### src/rtl/core/nsrtc_pkg.sv
// Shared types and constants for the nibble-serial real-time clock command port.
`default_nettype none

package nsrtc_pkg;

  // Item function codes
  localparam logic [1:0] FUNC_TICK  = 2'd0;
  localparam logic [1:0] FUNC_READ  = 2'd1;
  localparam logic [1:0] FUNC_WRITE = 2'd2;

  // Bank register values
  localparam logic [7:0] CMD_BANK    = 8'h0B;
  localparam logic [7:0] STATUS_BANK = 8'h0D;

  // Read return values
  localparam logic [7:0] RD_UNMAPPED = 8'hFF;
  localparam logic [7:0] RD_STATUS   = 8'h01;
  localparam logic [7:0] RD_NONE     = 8'h00;

  // Command nibbles (high nibble of the write data)
  localparam logic [3:0] CMD_LATCH    = 4'h1;
  localparam logic [3:0] CMD_SHIFT_IN = 4'h3;
  localparam logic [3:0] CMD_MODE     = 4'h4;
  localparam logic [3:0] CMD_READ_SEL = 4'h6;

  // Arguments of the mode command
  localparam logic [3:0] ARG_POS_CLR  = 4'h0;
  localparam logic [3:0] ARG_WRITE    = 4'h3;
  localparam logic [3:0] ARG_READ     = 4'h7;

  // Access modes
  localparam logic [1:0] MODE_NONE  = 2'd0;
  localparam logic [1:0] MODE_READ  = 2'd1;
  localparam logic [1:0] MODE_WRITE = 2'd2;

  // Clock limits
  localparam logic [5:0]  SEC_LAST     = 6'd59;
  localparam logic [10:0] MIN_LAST     = 11'd1439;
  localparam logic [11:0] MIN_PER_DAY  = 12'd1440;
  localparam logic [11:0] MIN_TWO_DAYS = 12'd2880;

  // Nibble positions
  localparam logic [2:0] POS_LAST_RD  = 3'd6;
  localparam logic [2:0] POS_WR_DONE  = 3'd6;

  // One request on the input channel
  typedef struct packed {
    logic [1:0] func;
    logic [7:0] bank_select;
    logic [7:0] data;
  } nsrtc_item_t;

endpackage

`default_nettype wire

### src/rtl/core/nsrtc_engine.sv
// Clock state, command decode and read mux of the RTC command port.
`default_nettype none

module nsrtc_engine (
  input  wire logic                clk,
  input  wire logic                rst_n,
  input  wire logic                fire,
  input  wire nsrtc_pkg::nsrtc_item_t item,
  output logic [7:0]               read_data_nxt
);

  logic [5:0]  second_count_r, second_count_nxt;
  logic [10:0] minute_of_day_r, minute_of_day_nxt;
  logic [15:0] day_count_r, day_count_nxt;
  logic [27:0] latched_time_r, latched_time_nxt;
  logic [3:0]  out_nibble_r, out_nibble_nxt;
  logic [2:0]  nibble_pos_r, nibble_pos_nxt;
  logic [23:0] write_accum_r, write_accum_nxt;
  logic [1:0]  access_mode_r, access_mode_nxt;

  logic [3:0]  cmd;
  logic [3:0]  arg;
  logic [27:0] latch_val;
  logic [23:0] accum_base;
  logic [23:0] accum_new;
  logic [2:0]  pos_inc;
  logic [11:0] min_raw;
  logic [11:0] min_mod;

  assign cmd       = item.data[7:4];
  assign arg       = item.data[3:0];
  assign latch_val = {day_count_r, 1'b0, minute_of_day_r};
  assign pos_inc   = nibble_pos_r + 3'd1;

  // Shift-in accumulator: cleared at position 0, argument placed at its nibble
  assign accum_base = (nibble_pos_r == 3'd0) ? 24'd0 : write_accum_r;
  assign accum_new  = accum_base | ({20'd0, arg} << {nibble_pos_r, 2'b00});

  // Minute of day from the low 12 bits, reduced mod 1440 (value stays below 3*1440)
  assign min_raw = accum_new[11:0];
  always_comb begin
    if (min_raw >= nsrtc_pkg::MIN_TWO_DAYS) begin
      min_mod = min_raw - nsrtc_pkg::MIN_TWO_DAYS;
    end else if (min_raw >= nsrtc_pkg::MIN_PER_DAY) begin
      min_mod = min_raw - nsrtc_pkg::MIN_PER_DAY;
    end else begin
      min_mod = min_raw;
    end
  end

  // Next state and read result for the current request
  always_comb begin
    second_count_nxt  = second_count_r;
    minute_of_day_nxt = minute_of_day_r;
    day_count_nxt     = day_count_r;
    latched_time_nxt  = latched_time_r;
    out_nibble_nxt    = out_nibble_r;
    nibble_pos_nxt    = nibble_pos_r;
    write_accum_nxt   = write_accum_r;
    access_mode_nxt   = access_mode_r;
    read_data_nxt     = nsrtc_pkg::RD_NONE;

    unique case (item.func)
      nsrtc_pkg::FUNC_TICK: begin
        if (second_count_r >= nsrtc_pkg::SEC_LAST) begin
          second_count_nxt = 6'd0;
          if (minute_of_day_r >= nsrtc_pkg::MIN_LAST) begin
            minute_of_day_nxt = 11'd0;
            day_count_nxt     = day_count_r + 16'd1;
          end else begin
            minute_of_day_nxt = minute_of_day_r + 11'd1;
          end
        end else begin
          second_count_nxt = second_count_r + 6'd1;
        end
      end
      nsrtc_pkg::FUNC_READ: begin
        if (item.bank_select < nsrtc_pkg::CMD_BANK ||
            item.bank_select > nsrtc_pkg::STATUS_BANK) begin
          read_data_nxt = nsrtc_pkg::RD_UNMAPPED;
        end else if (item.bank_select == nsrtc_pkg::STATUS_BANK) begin
          read_data_nxt = nsrtc_pkg::RD_STATUS;
        end else begin
          read_data_nxt = {4'd0, out_nibble_r};
        end
      end
      nsrtc_pkg::FUNC_WRITE: begin
        if (item.bank_select == nsrtc_pkg::CMD_BANK) begin
          unique case (cmd)
            nsrtc_pkg::CMD_LATCH: begin
              latched_time_nxt = latch_val;
              if (access_mode_r == nsrtc_pkg::MODE_READ) begin
                out_nibble_nxt = 4'(latch_val >> {nibble_pos_r, 2'b00});
                nibble_pos_nxt = (nibble_pos_r >= nsrtc_pkg::POS_LAST_RD) ? 3'd0 : pos_inc;
              end
            end
            nsrtc_pkg::CMD_SHIFT_IN: begin
              if (access_mode_r == nsrtc_pkg::MODE_WRITE &&
                  nibble_pos_r < nsrtc_pkg::POS_WR_DONE) begin
                write_accum_nxt = accum_new;
                nibble_pos_nxt  = pos_inc;
                if (pos_inc == nsrtc_pkg::POS_WR_DONE) begin
                  minute_of_day_nxt = min_mod[10:0];
                  day_count_nxt     = {4'd0, accum_new[23:12]};
                  second_count_nxt  = 6'd0;
                  access_mode_nxt   = nsrtc_pkg::MODE_READ;
                end
              end
            end
            nsrtc_pkg::CMD_MODE: begin
              if (arg == nsrtc_pkg::ARG_POS_CLR) begin
                nibble_pos_nxt = 3'd0;
              end else if (arg == nsrtc_pkg::ARG_WRITE) begin
                access_mode_nxt = nsrtc_pkg::MODE_WRITE;
                nibble_pos_nxt  = 3'd0;
              end else if (arg == nsrtc_pkg::ARG_READ) begin
                access_mode_nxt = nsrtc_pkg::MODE_READ;
                nibble_pos_nxt  = 3'd0;
              end
            end
            nsrtc_pkg::CMD_READ_SEL: begin
              access_mode_nxt = nsrtc_pkg::MODE_READ;
            end
            default: begin
            end
          endcase
        end
      end
      default: begin
      end
    endcase
  end

  // State registers, updated once per request that moves to the result stage
  always_ff @(posedge clk) begin
    if (!rst_n) begin
      second_count_r  <= 6'd0;
      minute_of_day_r <= 11'd0;
      day_count_r     <= 16'd0;
      latched_time_r  <= 28'd0;
      out_nibble_r    <= 4'd0;
      nibble_pos_r    <= 3'd0;
      write_accum_r   <= 24'd0;
      access_mode_r   <= nsrtc_pkg::MODE_NONE;
    end else if (fire) begin
      second_count_r  <= second_count_nxt;
      minute_of_day_r <= minute_of_day_nxt;
      day_count_r     <= day_count_nxt;
      latched_time_r  <= latched_time_nxt;
      out_nibble_r    <= out_nibble_nxt;
      nibble_pos_r    <= nibble_pos_nxt;
      write_accum_r   <= write_accum_nxt;
      access_mode_r   <= access_mode_nxt;
    end
  end

endmodule

`default_nettype wire

### src/rtl/core/nibble_serial_rtc_command_port_core.sv
// Top level of the nibble-serial real-time clock command port.
//
// Usage: each input request is a one-second tick (func 0), a bus read
// (func 1) or a bus write (func 2) with its bank register value and data
// byte. Every request yields exactly one result on the out_ channel: the
// read byte for a bus read, zero otherwise. Both channels use valid/stall;
// a request moves when valid is high and stall is low.
// An accepted request passes the input register, then the result register,
// before out_valid. One request per cycle while out_stall is low; the clock
// state is updated by single-pass logic between the two registers.
// When out_stall holds a result, one more request can still be accepted
// into the input register; in_stall rises only once both registers hold
// work and the result is stalled. A stalled result does not change.
// Reset (rst_n low, synchronous) empties both registers and returns the
// clock to second 0, minute 0, day 0 with no access mode selected.
`default_nettype none

module nibble_serial_rtc_command_port_core (
  input  wire logic       clk,
  input  wire logic       rst_n,
  input  wire logic       in_valid,
  output logic            in_stall,
  input  wire logic [1:0] in_func,
  input  wire logic [7:0] in_bank_select,
  input  wire logic [7:0] in_data,
  output logic            out_valid,
  input  wire logic       out_stall,
  output logic [7:0]      out_read_data
);

  logic                   in_vld_r;
  nsrtc_pkg::nsrtc_item_t item_r;
  logic                   out_vld_r;
  logic [7:0]             read_data_r;
  logic [7:0]             read_data_nxt;
  logic                   adv;
  logic                   take;

  // Input register advances when the result register is free or draining
  assign adv      = in_vld_r && (!out_vld_r || !out_stall);
  assign in_stall = in_vld_r && !adv;
  assign take     = in_valid && !in_stall;

  // Input register
  always_ff @(posedge clk) begin
    if (!rst_n) begin
      in_vld_r <= 1'b0;
    end else if (take) begin
      in_vld_r <= 1'b1;
    end else if (adv) begin
      in_vld_r <= 1'b0;
    end
  end

  always_ff @(posedge clk) begin
    if (take) begin
      item_r.func        <= in_func;
      item_r.bank_select <= in_bank_select;
      item_r.data        <= in_data;
    end
  end

  nsrtc_engine u_engine (
    .clk           (clk),
    .rst_n         (rst_n),
    .fire          (adv),
    .item          (item_r),
    .read_data_nxt (read_data_nxt)
  );

  // Result register
  always_ff @(posedge clk) begin
    if (!rst_n) begin
      out_vld_r <= 1'b0;
    end else if (adv) begin
      out_vld_r <= 1'b1;
    end else if (!out_stall) begin
      out_vld_r <= 1'b0;
    end
  end

  always_ff @(posedge clk) begin
    if (adv) begin
      read_data_r <= read_data_nxt;
    end
  end

  assign out_valid     = out_vld_r;
  assign out_read_data = read_data_r;

endmodule

`default_nettype wire

### config.mk
export PLATFORM = sky130hd
export DESIGN_NAME = nibble_serial_rtc_command_port_core
export DESIGN_NICKNAME = d
export VERILOG_FILES = /design/src/rtl/core/nsrtc_pkg.sv /design/src/rtl/core/nsrtc_engine.sv /design/src/rtl/core/nibble_serial_rtc_command_port_core.sv
export SDC_FILE = /design/constraint.sdc
export NUM_CORES = 1
export LEC_CHECK = 0
export BUFFER_PORTS_ARGS = -buffer_cell sky130_fd_sc_hd__buf_2
export CAP_MARGIN = 20
export CORE_ASPECT_RATIO = 0.7
export CORE_MARGIN = 10
export CORE_UTILIZATION = 40
export CTS_BUF_LIST = sky130_fd_sc_hd__clkbuf_8
export DETAILED_ROUTE_END_ITERATION = 10
export GPL_ROUTABILITY_DRIVEN = 0
export SLEW_MARGIN = 0
export SYNTH_ARGS = -nofsm -noshare
export SYNTH_HDL_FRONTEND = slang
export SYNTH_HIERARCHICAL = 1
export SYNTH_SLANG_ARGS = --single-unit
export TNS_END_PERCENT = 50
### constraint.sdc
create_clock -name clk -period 3.6 [get_ports clk]
set_input_delay 0.18 -clock clk [delete_from_list [all_inputs] [get_ports clk]]
set_output_delay 0.18 -clock clk [all_outputs]
set_load 0.02 [all_outputs]
==> results of run 1 <==
[state kept, by name (all words and copies together) (netlist names)]
name and count:
u_engine/access_mode_r 2, u_engine/day_count_r 16, u_engine/write_accum_r 24, item_r 18, u_engine/second_count_r 6, in_vld_r 1
u_engine/out_nibble_r 4, out_valid 1, u_engine/nibble_pos_r 3, out_read_data 8, u_engine/minute_of_day_r 11
[worst max-delay path, stage by stage (launching register included)]
cell and delay [ns]:
dfxtp_1 0.33, inv_1 0.15, ha_1 0.24, nand2b_4 0.17, a22oi_2 0.47, inv_2 0.13
ha_1 0.23, and3_1 0.14, a31o_1 0.26, and2_4 0.20, o311ai_2 0.21, a21oi_1 0.11
o221a_1 0.22
[layout make-up]
type / instances / area share (%)
well taps: 166 / 3.527
inverters: 11 / 0.7012
multi-input cells: 429 / 49.28
flip-flops and latches: 94 / 36.38
clock buffers: 9 / 2.104
clock inverters: 7 / 1.084
repair buffers: 59 / 6.927
[stage by stage]
stage | utilization [%] | worst slack [ns]
6_report | 45.12 | 0.6238
5_1_grt | 45.12 | 0.4514
2_1_floorplan | - | 0.4478
4_1_cts | 45.08 | 0.6524
3_5_place_dp | 42.26 | 0.6842
3_3_place_gp | 42.26 | 0.7846
[Yosys cell counts (all sizes together), types with 3 or more instances]
| master | instances | area (um^2) |
|---|---|---|
| a31oi | 5 | 31.28 |
| buf | 15 | 106.3 |
| xnor2 | 3 | 26.28 |
| nor3 | 9 | 55.05 |
| nor2b | 25 | 156.4 |
| edfxtp | 26 | 780.8 |
| a211oi | 5 | 37.54 |
| a32oi | 4 | 50.05 |
| a22oi | 20 | 173.9 |
| nand2 | 44 | 165.2 |
| a21boi | 7 | 52.55 |
| mux4 | 3 | 67.56 |
| nand2b | 6 | 45.04 |
| and2 | 11 | 71.32 |
| o211a | 21 | 210.2 |
| ha | 12 | 150.1 |
| mux2i | 18 | 180.2 |
| dfxtp | 68 | 1361 |
| nor4 | 3 | 18.77 |
| o21a | 6 | 45.04 |
| o221ai | 3 | 26.28 |
| clkbuf | 24 | 90.09 |
| inv | 10 | 37.53 |
| nand4 | 9 | 56.30 |
| and3 | 14 | 92.59 |
| nand3b | 3 | 22.52 |
| o21ai | 38 | 193.9 |
| a32o | 5 | 50.05 |
| o221a | 5 | 56.30 |
| nor2 | 57 | 224.0 |
| xor2 | 10 | 87.58 |
| a21oi | 40 | 204.0 |
| nand3 | 10 | 50.05 |
[logic make-up (layout without fill, tap and decap cells)]
logic type	Yosys count	count (layout)	share of synthesized area, %
buf+inv	50	86	4.505
xor+xnor	13	13	2.158
flops	94	94	40.60
simple gates	199	199	19.54
fa+ha+maj	12	12	2.846
mux	21	21	4.695
compound gates	184	184	25.66
[where the power goes]
group / total, mW / internal, mW / switching, mW
Combinational: 0.116 / 0.0484 / 0.0671
Clock: 0.678 / 0.267 / 0.411
Sequential: 1.13 / 1.11 / 0.0192
Total: 1.92 / 1.42 / 0.498
[final timing paths]
check | depth (start not counted) | endpoint | slack, ns
hold reg to reg | 2 | u_engine/out_nibble_r[3] | 0.48
setup reg to reg | 12 | u_engine/minute_of_day_r[8] | 0.62
hold / removal | 2 | in_vld_r | 0.03
setup / recovery | 12 | u_engine/minute_of_day_r[8] | 0.62
[repair_timing]
action                     in CTS  in global routing
hold endpoints to repair       18                  0
setup endpoints to repair       0                  0
hold buffers                   18                  0
[layer usage]
| metal | vias to the layer above | GRT usage (%) |
|---|---|---|
| met1 | 2170 | 21.41 |
| met4 | 0 | 4.410 |
| li1 | 2194 | - |
| met2 | 135 | 20.68 |
| met3 | 14 | 3.164 |
| met5 | - | 0 |
==> impl_metrics.csv, run 1 <==
group,metric,value,unit
outcome,status,"complete, no violations",
clocking,cts_tree,"done",
drt,ant_nets,0,
grt,globalRouteOverflowTotal,0,
drt,routed-wl-met3,737,um
timing,hold_violations,0,
clocking,cts_made_buffers,9,
critical_path,crit_path_end_kind,"flip-flop",
critical_path,worstPathArrival,3.25,ns
timing,slew_viol_final,0,
power_and_ir_drop,power.leakage,2.300,nW
drt,viasPerCell,5.823,
yosys,ys.flop_type,"dfxtp_1",
yosys,synth-seq-area-share,40.60,%
critical_path,crit_type,"flip-flop to flip-flop",
yosys,synth_edf_count,26,
power_and_ir_drop,power_density,325.9,nW/um^2
finish,final_cells,775,
die,core-area,13050,um^2
finish,multi_input_area,2902,um^2
yosys,syn_inst,573,
drt,wl_per_cell,17.17,um
clocking,cts_max_path_buffers,2,
drt,drcViolationCount,0,
min_path,min_from,"in_valid",
timing,worst_slew_pin_slew,1.056,ns
grt,antenna_found_initial,0,
critical_path,cp-startpoint,"u_engine/nibble_pos_r[1]",
clocking,cts_setup_buffers,0,
finish,diodes,0,
power_and_ir_drop,vdd_drop_max,0.0001958,V
drt,drt_iter0_drc,478,
die,row_count,35,
die,die_h,116.1,um
yosys,synth_seq_cells,94,
placed_design,place_area,5515,um^2
drt,drt_wl_total,13.31,mm
grt,grt_pass1_wl,21.31,mm
yosys,async_flop_share,0,%
finish,nFillCells,1258,
yosys,yosysWarnings,6,
timing,fin_crit_sh,82.67,%
grt,grt_max_degree,62,
die,die-area,18260,um^2
timing,fin_hold_ws,0.02604,ns
timing,tns,0,ns
finish,drive_above_1_share,13.96,%
drt,top_layer,"met4",
critical_path,required,3.87,ns
die,die_w,157.3,um
run,cap_violations,0,
die,start_util,40.43,%
grt,first_global_vias,4138,
finish,mostFrequentLayoutCells,"dfxtp_1 (68), nor2_1 (55), nand2_1 (44), a21oi_1 (39), o21ai_0 (37)",
placed_design,dp_cells,740,
drt,num_vias,4513,
finish,synthToLayoutAreaGrowth,11.60,%
grt,grtUsageTotal,14.56,%
placed_design,place_hpwl,9.477,mm
yosys,ys_types,75,
clocking,clkSinkCount,94,
power_and_ir_drop,total_power,1.919,mW
drt,wl_met2,5.519,mm
clocking,cts-htree-levels,3,
die,pin_count,32,
min_path,hp-class,"input pin to flip-flop",
placed_design,port_buffers,31,
timing,rsz0062_at_grt,"no",
drt,firstDrtPassIters,5,
clocking,clk_pin_slew,0.10,ns
yosys,netlist_area,5276,um^2
finish,final-seq-area,2142,um^2
yosys,synth_fp_nets,607,
yosys,avgSynthCellArea,9.208,um^2
finish,layout_commonest_cell,"dfxtp_1",
finish,nets,638,
timing,max_freq,336.0,MHz
clocking,clock_latency,0.38,ns
finish,stdcell_area,5888,um^2
timing,finalSetupViolCount,0,
critical_path,worst_setup_path_start_kind,"flip-flop",
drt,drt-met1-wl,6.884,mm
clocking,cts.repair.resized,0,
timing,finClkSkew,0.008368,ns
timing,slew_headroom,29.61,%
timing,fin_crit,2.976,ns
clocking,clockRootBuffer,"clkbuf_8",
critical_path,critPathMaxFanout,21,
critical_path,r2r_start,"u_engine/nibble_pos_r[1]",
Note: power is estimated with default switching activity, not from simulation.
==> run 2, diff against run 1 <==
Settings changed: ABC_AREA set to 1.
Clock period 3.6 ns to 2.94 ns, I/O delays scaled along.
==> impl_metrics.csv, run 2 <==
group,metric,value,unit
power_and_ir_drop,vdd_drop_max,0.0002396,V
yosys,synth.area.top_cells,"dfxtp_1 (25%), edfxtp_1 (14%), nand2_1 (11%)",
yosys,ys_types,45,
yosys,yosysWarnings,6,
timing,slew_viol_final,0,
grt,grtUsageTotal,15.65,%
grt,grt_max_degree,41,
yosys,synth_fp_nets,795,
grt,globalRouteOverflowTotal,0,
yosys,async_flop_share,0,%
clocking,cts_tree,"done",
yosys,yosys-top-cells-count,"nand2_1 (157), nor2_1 (95), inv_1 (71), a21oi_1 (69), dfxtp_1 (68)",
clocking,clkSinkCount,94,
critical_path,cp-startpoint,"u_engine/nibble_pos_r[1]",
placed_design,dp_cells,958,
finish,final_cells,992,
clocking,ctsHoldBuffers,18,
finish,drive_above_1_share,12.02,%
min_path,hold_path_depth,3,
die,row_count,35,
die,core-area,13310,um^2
critical_path,reg2reg_depth,14,
drt,num_vias,5318,
timing,finalSetupViolCount,0,
yosys,netlist_area,5492,um^2
finish,layout_commonest_cell,"nand2_1",
finish,largest_registers,"u_engine/write_accum_r (24), item_r (18), u_engine/day_count_r (16)",
finish,mostFrequentLayoutCells,"nand2_1 (157), nor2_1 (94), inv_1 (71), a21oi_1 (69), dfxtp_1 (68)",
critical_path,worstPathArrival,2.88,ns
power_and_ir_drop,power.leakage,2.386,nW
timing,fin_crit_sh,87.51,%
timing,worst_slew_pin_slew,0.6628,ns
critical_path,required,3.25,ns
critical_path,r2r_start,"u_engine/nibble_pos_r[1]",
critical_path,crit_path_end_kind,"flip-flop",
grt,first_global_vias,4773,
die,die-area,18890,um^2
clocking,cts.repair.resized,0,
clocking,clockRootBuffer,"clkbuf_8",
grt,antenna_found_initial,0,
die,pin_count,32,
finish,nets,836,
yosys,ys.flop_type,"dfxtp_1",
min_path,min_from,"in_valid",
grt,grt_pass1_wl,24.64,mm
timing,hold_violations,0,
drt,ant_nets,0,
outcome,status,"complete, no violations",
yosys,synth_edf_count,26,
drt,wl_per_cell,15.38,um
placed_design,port_buffers,31,
yosys,synth.largest_area_cell,"dfxtp_1",
min_path,hp-class,"input pin to flip-flop",
clocking,clock_latency,0.37,ns
yosys,yosysTopAreaCellShare,24.79,%
finish,synthToLayoutAreaGrowth,13.01,%
finish,regMostFlops,"u_engine/write_accum_r",
die,start_util,41.25,%
timing,rsz0062_at_grt,"no",
yosys,synth-seq-area-share,39.01,%
die,die_h,118.0,um
critical_path,ff2ff_setup_slack,0.37,ns
clocking,cts_setup_buffers,0,
critical_path,worst_setup_path_start_kind,"flip-flop",
finish,diodes,0,
run,cap_violations,0,
clocking,cts_made_buffers,9,
critical_path,crit_type,"flip-flop to flip-flop",
timing,max_freq,388.7,MHz
yosys,avgSynthCellArea,7.216,um^2
clocking,clk_pin_slew,0.10,ns
drt,drcViolationCount,0,
yosys,synthMostInstantiatedCell,"nand2_1",
timing,slew_headroom,55.76,%
drt,firstDrtPassIters,5,
yosys,syn_inst,761,
critical_path,critPathMaxFanout,24,
finish,nFillCells,1352,
clocking,cts_max_path_buffers,2,
drt,drt_wl_total,15.26,mm
drt,viasPerCell,5.361,
clocking,cts-htree-levels,3,
timing,finClkSkew,0.008849,ns
yosys,synth_seq_cells,94,
min_path,whs_endpoint,"in_vld_r",
timing,fin_crit,2.573,ns
die,die_w,160.0,um
placed_design,place_hpwl,11.28,mm
power_and_ir_drop,power_density,404.8,nW/um^2
finish,largest_reg_flops,24,
drt,drt_iter0_drc,538,
critical_path,timing.rr.end,"u_engine/day_count_r[12]",
timing,tns,0,ns
[run 2: worst max-delay path by stage]
stage	end
2_1_floorplan	u_engine/minute_of_day_r[10]
3_3_place_gp	u_engine/day_count_r[12]
4_1_cts	u_engine/day_count_r[12]
3_5_place_dp	u_engine/day_count_r[12]
5_1_grt	u_engine/minute_of_day_r[8]
6_report	u_engine/day_count_r[12]
[run 2: critical path, cell delays in order (launching register included)]
cell and delay [ns]:
dfxtp_1 0.35, buf_4 0.31, ha_1 0.22, xnor2_1 0.09
nor2_2 0.14, nand2_1 0.07, o21ai_1 0.14, inv_2 0.06
nor2_4 0.25, nand3_2 0.35, inv_1 0.27, nand2_1 0.07
nand2_1 0.06, inv_1 0.04, nor2_1 0.10
[run 2: layout make-up]
class,instances,area (um^2),area share [%]
clock inverter,7,95.09,1.532
inverter,81,311.5,5.020
clock buffer,9,123.9,1.996
timing repair buffer,59,410.4,6.613
tap,185,231.5,3.730
multi-input combinational,557,2892,46.59
sequential,94,2142,34.52
[run 2: power breakdown]
part           internal, mW  switching [mW]
Clock                 0.483           0.480
Sequential             1.36          0.0192
Combinational        0.0605           0.111
Total                  1.90           0.610
[run 2: kinds of logic after synthesis]
family | share of synthesized area (%)
simple gates | 27.20
compound gates | 19.80
buf+inv | 8.385
flops | 39.01
xor+xnor | 2.871
fa+ha+maj | 2.734
[run 2: metal layers]
layer / global-route usage (%) / share of wire [%] / vias up
met5: 0 / 0 / -
met4: 4.062 / 1.2 / 0
met3: 4.368 / 8.4 / 21
met2: 20.60 / 40 / 213
met1: 23.79 / 51 / 2451
li1: - / - / 2633
[run 2: metrics by stage]
stage	setup WS, ns	area, um^2	hold slack [ns]	util [%]	total power, mW
2_1_floorplan	0.4257	5492	0.2459	-	1.503
3_3_place_gp	0.4721	5807	0.3237	43.62	1.556
3_5_place_dp	0.3922	5807	0.3251	43.62	1.558
4_1_cts	0.3943	6206	0.01250	46.62	2.534
5_1_grt	0.09949	6206	0.03361	46.62	2.615
6_report	0.3672	6206	0.03099	46.62	2.512
==> run 3, diff against run 2 <==
--- a/config.mk
+++ b/config.mk
@@ -7,5 +7,5 @@
 export LEC_CHECK = 0
 export ABC_AREA = 1
-export BUFFER_PORTS_ARGS = -buffer_cell sky130_fd_sc_hd__buf_2
+export BUFFER_PORTS_ARGS = -buffer_cell sky130_fd_sc_hd__clkbuf_2
 export CAP_MARGIN = 20
 export CORE_ASPECT_RATIO = 0.7
==> constraint.sdc (replaced) <==
create_clock -name clk -period 2.94 [get_ports clk]
set_input_delay 0.147 -clock clk [delete_from_list [all_inputs] [get_ports clk]]
set_output_delay 0.147 -clock clk [all_outputs]
set_load 0.1 [all_outputs]
==> impl_metrics.csv, run 3 (same netlist as run 2, synthesis figures left out) <==
group,metric,value,unit
critical_path,cpMaxStageDelayCell,"nand3_2",
critical_path,worst_setup_path_start_kind,"flip-flop",
power_and_ir_drop,power_density,393.5,nW/um^2
drt,wl_per_cell,15.38,um
placed_design,port_buffers,31,
critical_path,reg2reg_depth,14,
clocking,clock_latency,0.37,ns
finish,nets,836,
drt,drcViolationCount,0,
drt,firstDrtPassIters,5,
clocking,cts_max_path_buffers,2,
critical_path,timing.rr.end,"u_engine/day_count_r[12]",
die,die-area,18890,um^2
timing,worst_slew_pin_slew,0.6562,ns
finish,mostFrequentLayoutCells,"nand2_1 (157), nor2_1 (94), inv_1 (71), a21oi_1 (69), dfxtp_1 (68)",
drt,drt_iter0_drc,589,
clocking,cts-htree-levels,3,
critical_path,critPathCapture,"u_engine/day_count_r[12]",
grt,grtUsageTotal,15.79,%
drt,num_vias,5252,
min_path,hp-class,"input pin to flip-flop",
drt,drt_wl_total,15.26,mm
run,cap_violations,0,
clocking,cts.repair.resized,0,
power_and_ir_drop,power.leakage,2.380,nW
timing,finalSetupViolCount,0,
finish,drive_above_1_share,12.14,%
finish,layout_commonest_cell,"nand2_1",
timing,slew_headroom,56.21,%
clocking,cts_made_buffers,9,
grt,met1_usage,24.20,%
finish,synthToLayoutAreaGrowth,12.51,%
drt,viasPerCell,5.294,
grt,first_global_vias,4712,
critical_path,crit_path_end_kind,"flip-flop",
grt,grt_max_degree,41,
die,die_w,160.0,um
timing,hold_violations,0,
die,die_h,118.0,um
clocking,cts_tree,"done",
finish,regMostFlops,"u_engine/write_accum_r",
critical_path,crit_family,"simple AND/OR/NAND/NOR gates",
critical_path,crit_type,"flip-flop to flip-flop",
grt,grt_use_met2,21.43,%
finish,largest_reg_flops,24,
timing,rsz0062_at_grt,"no",
die,start_util,41.25,%
min_path,hold_path_depth,3,
timing,max_freq,389.2,MHz
critical_path,ff2ff_setup_slack,0.37,ns
timing,finClkSkew,0.01103,ns
clocking,clkSinkCount,94,
timing,fin_crit_sh,87.39,%
critical_path,cp-startpoint,"u_engine/nibble_pos_r[1]",
outcome,status,"complete, no violations",
grt,grt_pass1_wl,24.85,mm
finish,diodes,0,
grt,antenna_found_initial,0,
critical_path,worstPathArrival,2.89,ns
power_and_ir_drop,vdd_drop_max,0.0002182,V
timing,slew_viol_final,0,
critical_path,path_common_cell,"nand2_1",
timing,fin_hold_ws,0.02430,ns
critical_path,critPathMaxFanout,24,
critical_path,worst-path-stages,14,
die,core-area,13310,um^2
grt,grt_util_met3,3.040,%
grt,globalRouteOverflowTotal,0,
timing,tns,0,ns
placed_design,place_hpwl,11.32,mm
critical_path,path_buf_inv,4,
finish,largest_registers,"u_engine/write_accum_r (24), item_r (18), u_engine/day_count_r (16)",
grt,grt-busiest-layer,"met1",
critical_path,crit_chain,"buf_4 -> ha_1 -> xnor2_1 -> nor2_2 -> nand2_1 -> o21ai_1 -> inv_2 -> nor2_4 -> nand3_2 -> inv_1 -> nand2_1 -> nand2_1 -> inv_1 -> nor2_1",
critical_path,required,3.26,ns
die,row_count,35,
clocking,clk_pin_slew,0.10,ns
timing,fin_crit,2.569,ns
drt,ant_nets,0,
clocking,clockRootBuffer,"clkbuf_8",
die,pin_count,32,
critical_path,critPathMaxStageDelay,0.36,ns
critical_path,r2r_start,"u_engine/nibble_pos_r[1]",
run 3: cell count changes in the layout (fill, tap and decap cells not counted):
cell	change
buf_2	-31
clkbuf_2	+31
bufinv_16	-2
clkbuf_8	+2
inv_6	-2
clkinv_1	-1
clkinv_4	+1
inv_4	+1
inv_8	+1
run 3: worst register-to-register path, stage by stage, from the launching register on:
cell and delay, ns:
dfxtp_1 0.35, buf_4 0.30, ha_1 0.22, xnor2_1 0.09, nor2_2 0.13, nand2_1 0.07
o21ai_1 0.14, inv_2 0.06, nor2_4 0.26, nand3_2 0.36, inv_1 0.27, nand2_1 0.08
nand2_1 0.07, inv_1 0.04, nor2_1 0.08
run 3: where the power goes:
group          internal [mW]  switching (mW)  total (mW)
registers               1.36          0.0194        1.38
clock network          0.362           0.483       0.845
logic                 0.0602           0.148       0.208
run 3: what timing repair did:
| action | in CTS | in global routing |
|---|---|---|
| setup buffers | 0 | 0 |
| hold buffers | 18 | 0 |
| hold endpoints to repair | 18 | 0 |
run 3: layer usage:
layer | part of all wire [%] | vias up
met4 | 1.1 | 0
li1 | - | 2635
met5 | 0 | -
met1 | 51 | 2416
met3 | 7.8 | 12
met2 | 40 | 189
run 3: worst min path at each step:
stage,end,slack (ns),start
2_1_floorplan,item_r[0],0.25,in_data[0]
3_5_place_dp,item_r[6],0.33,in_data[6]
5_1_grt,in_vld_r,0.04,in_valid
3_3_place_gp,item_r[15],0.32,in_bank_select[7]
6_report,in_vld_r,0.02,in_valid
4_1_cts,in_vld_r,0.01,in_valid
run 3: area by class of cell:
class                   count  area, um^2
clock buffers              11       151.4
multi-input cells         557        2892
inverters                  81       311.5
fillers                  1337        7134
repair buffers             59       410.4
well taps                 185       231.5
flip-flops and latches     94        2142
clock inverters             5       40.04
run 3: per-stage QoR:
step	cell area (um^2)	util (%)	setup slack (ns)	power (mW)	std cells
floorplan	5492	-	0.3650	1.539	761
global placement	5807	43.62	0.5054	1.592	958
detailed placement	5807	43.62	0.4204	1.595	958
CTS	6178	46.41	0.4076	2.444	992
global route	6178	46.41	0.1608	2.522	992
finish	6178	46.41	0.3706	2.431	992
